[src/rtl/hlcd_pkg.sv]
// Package with the frame geometry and pin-word constants of the handheld LCD timing generator.
package hlcd_pkg;

  localparam int unsigned WORDS_PER_LINE = 108;
  localparam int unsigned LEAD_WORDS     = 12;
  localparam int unsigned FRAME_LINES    = 154;
  localparam int unsigned VISIBLE_LINES  = 144;
  localparam int unsigned VISIBLE_PIXELS = 160;
  localparam int unsigned PIXEL_WORDS    = (VISIBLE_PIXELS / 4) * 2;

  localparam int unsigned WORD_W = 7;
  localparam int unsigned LINE_W = 8;

  localparam logic [WORD_W-1:0] LAST_WORD     = WORD_W'(WORDS_PER_LINE - 1);
  localparam logic [WORD_W-1:0] HSYNC_WORD    = WORD_W'(LEAD_WORDS - 1);
  localparam logic [WORD_W-1:0] FIRST_PIXEL   = WORD_W'(LEAD_WORDS);
  localparam logic [WORD_W-1:0] PIXEL_END     = WORD_W'(LEAD_WORDS + PIXEL_WORDS);
  localparam logic [WORD_W-1:0] CPG_WORD_A    = WORD_W'(50);
  localparam logic [WORD_W-1:0] CPG_WORD_B    = WORD_W'(70);
  localparam logic [LINE_W-1:0] VISIBLE_LAST  = LINE_W'(VISIBLE_LINES);
  localparam logic [LINE_W:0]   FRAME_END     = (LINE_W+1)'(FRAME_LINES);
  localparam logic [LINE_W:0]   BLANK_START   = (LINE_W+1)'(VISIBLE_LINES);

  localparam logic [31:0] VSYNC_BITS  = 32'h1010_1010;
  localparam logic [31:0] FR_BITS     = 32'h2020_2020;
  localparam logic [31:0] CP_BITS     = 32'h0004_0004;
  localparam logic [31:0] LAST_MARK   = 32'hC0C0_8080;
  localparam logic [31:0] FIRST_MARK  = 32'h0080_0000;
  localparam logic [31:0] SECOND_MARK = 32'h8080_0000;
  localparam logic [31:0] CPG_BITS    = 32'h8080_0000;
  localparam logic [31:0] HSYNC_MARK  = 32'h0000_0800;
  localparam logic [31:0] HSYNC_TAIL  = 32'h0008_0000;

endpackage

[src/rtl/handheld_lcd_timing_generator.sv]
// Top level of the handheld LCD timing generator: counters, pin-word builder and output register.
//
//   channel | valid       | stall       | payload
//   input   | item_valid  | item_stall  | pixel_byte, swap_request
//   output  | pins_valid  | pins_stall  | pin_word, byte_done, line_number, line_end,
//           |             |             | shown_buffer, swap_done
//
// Each accepted word yields one result word in the next cycle, one per cycle unless stalled.
// The line, word, parity and buffer state advance on the accepting edge. The result is held in
// the output register, built from the old state, but shown_buffer gives the new buffer select.
// The input is stalled only while a held result is itself stalled.
// Reset clears all counters, the parity, the buffer select and the pending swap.
module handheld_lcd_timing_generator (
  input  logic                       clk,
  input  logic                       rst,
  input  logic                       item_valid,
  output logic                       item_stall,
  input  logic [7:0]                 pixel_byte,
  input  logic                       swap_request,
  output logic                       pins_valid,
  input  logic                       pins_stall,
  output logic [31:0]                pin_word,
  output logic                       byte_done,
  output logic [hlcd_pkg::LINE_W-1:0] line_number,
  output logic                       line_end,
  output logic                       shown_buffer,
  output logic                       swap_done
);
  import hlcd_pkg::*;

  logic [LINE_W-1:0] line_count;
  logic [WORD_W-1:0] word_count;
  logic              frame_parity;
  logic              buffer_select;
  logic              swap_pending;

  logic [LINE_W-1:0] line_count_next;
  logic [WORD_W-1:0] word_count_next;
  logic              frame_parity_next;
  logic              buffer_select_next;
  logic              swap_pending_next;

  logic              accept;
  logic              visible;
  logic              pixel_slot;
  logic [WORD_W-1:0] pixel_index;
  logic [1:0]        lo_pair;
  logic [1:0]        hi_pair;
  logic [31:0]       base;
  logic [31:0]       word;
  logic              done;
  logic              last;
  logic              swapped;
  logic [LINE_W:0]   line_inc;

  assign item_stall = pins_valid && pins_stall;
  assign accept     = item_valid && !item_stall;

  assign visible     = line_count < VISIBLE_LAST;
  assign pixel_slot  = visible && (word_count >= FIRST_PIXEL) && (word_count < PIXEL_END);
  assign pixel_index = word_count - FIRST_PIXEL;
  assign last        = word_count >= LAST_WORD;
  assign line_inc    = {1'b0, line_count} + (LINE_W+1)'(1);

  always_comb begin
    lo_pair = pixel_index[0] ? pixel_byte[5:4] : pixel_byte[1:0];
    hi_pair = pixel_index[0] ? pixel_byte[7:6] : pixel_byte[3:2];

    base = '0;
    if (line_count == '0) begin
      base = VSYNC_BITS;
    end
    if (frame_parity ^ line_count[0]) begin
      base = base | FR_BITS;
    end

    word = base;
    done = 1'b0;
    if (pixel_slot) begin
      word = base | CP_BITS | {6'd0, lo_pair, 6'd0, lo_pair, 6'd0, hi_pair, 6'd0, hi_pair};
      done = pixel_index[0];
    end
    if (word_count == LAST_WORD) begin
      word = base | LAST_MARK;
    end
    if (word_count == '0) begin
      word = base | FIRST_MARK;
    end
    if (word_count == WORD_W'(1)) begin
      word = base | SECOND_MARK;
    end
    if ((word_count == CPG_WORD_A) || (word_count == CPG_WORD_B)) begin
      word = word | CPG_BITS;
    end
    if (visible) begin
      if (word_count == HSYNC_WORD) begin
        word = base | HSYNC_MARK;
      end
      if (word_count == FIRST_PIXEL) begin
        word = word | HSYNC_TAIL;
      end
    end
  end

  always_comb begin
    line_count_next    = line_count;
    word_count_next    = word_count + WORD_W'(1);
    frame_parity_next  = frame_parity;
    buffer_select_next = buffer_select;
    swap_pending_next  = swap_pending || swap_request;
    swapped            = 1'b0;
    if (last) begin
      word_count_next = '0;
      if (line_inc >= FRAME_END) begin
        line_count_next = '0;
      end else begin
        line_count_next = line_inc[LINE_W-1:0];
      end
      if ((line_inc < FRAME_END) && (line_inc == BLANK_START)) begin
        frame_parity_next = !frame_parity;
        if (swap_pending_next) begin
          buffer_select_next = !buffer_select;
          swap_pending_next  = 1'b0;
          swapped            = 1'b1;
        end
      end
    end
  end

  always_ff @(posedge clk) begin
    if (rst) begin
      line_count    <= '0;
      word_count    <= '0;
      frame_parity  <= 1'b0;
      buffer_select <= 1'b0;
      swap_pending  <= 1'b0;
      pins_valid    <= 1'b0;
    end else begin
      if (accept) begin
        line_count    <= line_count_next;
        word_count    <= word_count_next;
        frame_parity  <= frame_parity_next;
        buffer_select <= buffer_select_next;
        swap_pending  <= swap_pending_next;
        pins_valid    <= 1'b1;
      end else if (!pins_stall) begin
        pins_valid <= 1'b0;
      end
    end
  end

  always_ff @(posedge clk) begin
    if (accept) begin
      pin_word     <= word;
      byte_done    <= done;
      line_number  <= line_count;
      line_end     <= last;
      shown_buffer <= buffer_select_next;
      swap_done    <= swapped;
    end
  end

endmodule
[config.mk]
export PLATFORM = sky130hd
export DESIGN_NAME = handheld_lcd_timing_generator
export DESIGN_NICKNAME = d
export VERILOG_FILES = /design/src/rtl/hlcd_pkg.sv /design/src/rtl/handheld_lcd_timing_generator.sv
export SDC_FILE = /design/constraint.sdc
export NUM_CORES = 1
export LEC_CHECK = 0
export ABC_AREA = 1
export BUFFER_PORTS_ARGS = -buffer_cell sky130_fd_sc_hd__buf_2
export CAP_MARGIN = 20
export CELL_PAD_IN_SITES_DETAIL_PLACEMENT = 0
export CELL_PAD_IN_SITES_GLOBAL_PLACEMENT = 2
export CORE_UTILIZATION = 30
export DETAILED_ROUTE_END_ITERATION = 8
export GPL_TIMING_DRIVEN = 1
export PLACE_DENSITY_LB_ADDON = 0.1
export SYNTH_ARGS = -nofsm -noshare
export SYNTH_HDL_FRONTEND = slang
export SYNTH_SLANG_ARGS = --single-unit
[constraint.sdc]
create_clock -name clk -period 2.4 [get_ports clk]
set_input_delay 0 -clock clk [delete_from_list [all_inputs] [get_ports clk]]
set_output_delay 0 -clock clk [all_outputs]
set_load 0.05 [all_outputs]
==> metrics.txt <==
post_cts resized 0; status finished, final reports clean; I/O Buffers 52; Final min period 1.99 ns; core area 0.00729 sq mm; drt drc 0; Die Y 89.0 um; Synth area leaders edfxtp_1 (32%), dfxtp_1 (17%), nand2_1 (10%), buf_4 (6.6%), inv_1 (5.3%); first-pass GRT wire length 8450 um; post-synth top area cell edfxtp_1; WP data arrival 2.17 ns; Syn Std Cell Area 0.00227 sq mm; WHS 0.0135 ns; CP required 2.58 ns; Boundary Pins 59; nets@finish 338; pre-CTS worst setup slack 0.402 ns; final WL 5160 um; Final Hold Viols 0; CTS max path bufs 2; DIE AREA 0.00792 sq mm; worst skew pair latency 0.29 ns; Setup Skew 0.00367 ns; Final Util 36.2%; post-synth top area share 31.7%; Post-DP Area 0.00254 sq mm; Pleak 1.16 nW; synthesized flop and latch total 43; Post-DP HPWL 3890 um; number of global-route vias before repair 1739; Die Wd 89.0 um; WL/cell 12.4 um; Synth Warn # 0; clock sinks 43; largest net degree at the start of global routing 30; critical path fanouts, max 10; 1st-iter DRT viols 53; Tot GR Track Use 14.1%; crit path capture type flip-flop; final global-route overflow total 0; Slew Limit Fails 0; worst min path class primary input to flip-flop; PnR worst setup slack 0.413 ns; H-tree levels 2; Antenna Violating Nets Remaining 0; initial antenna violation count 0; Worst Setup SP word_count[0]; CTS tree built; antenna fix cells 0; RSZ-0062 raised after global routing no; Vias/cell 4.39; Peak VDD IR 0.217 mV; via count 1830; fin crit share 82.8%; clk root buf clkbuf_8; sequential share of the synthesized area 48.5%; fmax 503 MHz; r2r startpoint word_count[0]; layout cells sized above 1 23.3%; WS Path Type flip-flop to flip-flop; syn avg cell area 8.38 sq um; Finish-stage setup viols 0; Reg clk slew, reported paths 0.08 ns; initial cell density of the core 31.1%; Cells after Synth 271; Final Cell Area 0.00264 sq mm; type of origin of the critical path flip-flop; row count 31; post-synth cell types 34; # Max-Cap Violations 0; PD cells 566 mW/mm^2; setup TNS 0 ns; First-pass DRT Iterations 4; area growth from synthesis to layout 16.1%; Num CTS Buffers 5; gpl congestion 0.774; hold_sp item_valid
==> final cells by class <==
| type | count | area [sq um] |
|---|---|---|
| Inverter | 35 | 131 |
| Clock inverter | 1 | 5.00 |
| Sequential cell | 43 | 1100 |
| Multi-Input combinational cell | 174 | 890 |
| Clock buffer | 7 | 76.3 |
| Timing Repair Buffer | 58 | 310 |
| Tap cell | 99 | 124 |
| Fill cell | 801 | 4650 |
==> critical path, cell delays in order (launching register included) <==
cell     delay (ns)
dfxtp_1        0.51
ha_1           0.25
nand3_1        0.13
nand3_1        0.11
nand2_1        0.11
nor2_1         0.17
inv_1          0.15
nand2_2        0.16
inv_1          0.14
nand2_1        0.08
o21ai_1        0.06
==> path summary, 6_finish.rpt <==
kind                    to  slack [ns]  cells past startpoint
max          line_count[6]        0.41                     10
min reg2reg     pins_valid        0.50                      2
min             pins_valid        0.01                      3
max reg2reg  line_count[6]        0.41                     10
==> power breakdown <==
part	internal [mW]	total (mW)	switching [mW]
sequential	0.803	0.816	0.0129
clock	0.205	0.448	0.244
combinational	0.0455	0.229	0.184
==> logic make-up after synthesis <==
group / Yosys count / synth area share [%]
buf+inv: 59 / 13.2
other cells: 1 / 0.165
flops: 43 / 48.5
fa+ha+maj: 8 / 4.41
compound gates: 30 / 7.77
xor+xnor: 4 / 1.54
simple gates: 126 / 24.5
==> metal layers <==
metal | wire length [um] | track usage, %
met5 | 0 | 0
met1 | 2430 | 17.8
met2 | 2540 | 24.1
met4 | 55 | 4.76
met3 | 134 | 2.86
==> synth_stat cells (all sizes together) <==
master,count
nand2,64
inv,34
nor2,30
edfxtp,24
buf,22
dfxtp,19
nand3,17
a21oi,14
ha,8
o21ai,8
nand4,7
nor3,5
a211oi,2
clkbuf,2
xnor2,2
xor2,2
a31o,1
a31oi,1
and2,1
clkinv,1
conb,1
nor3b,1
nor4,1
o211ai,1
o21bai,1
o311ai,1
o41ai,1
==> state kept, by name, indices dropped and copies added, names as in the netlist, 7 cells and up <==
register and cells:
word_count 7, pin_word 12, line_number 8, line_count 8
==> through the flow <==
step / std cells / power (mW)
after detailed placement: 407 / 1.06
after CTS: 417 / 1.52
after floorplan: 276 / 1.03
final: 417 / 1.49
after global routing: 417 / 1.57
after global placement: 407 / 1.06
==> timing repair <==
item | CTS | global route
setup buffers | 0 | 0
hold buffers | 2 | 0
hold endpoints to repair | 4 | 0
==> placed cells by master, fill, tap and decap left out, types with 6 or more instances in the layout <==
master	n
a21oi_1	14
buf_2	52
conb_1	6
dfxtp_1	19
edfxtp_1	24
ha_1	8
inv_1	32
nand2_1	61
nand3_1	17
nand4_1	6
nor2_1	26
No activity file was read; power rests on OpenSTA's default activity.
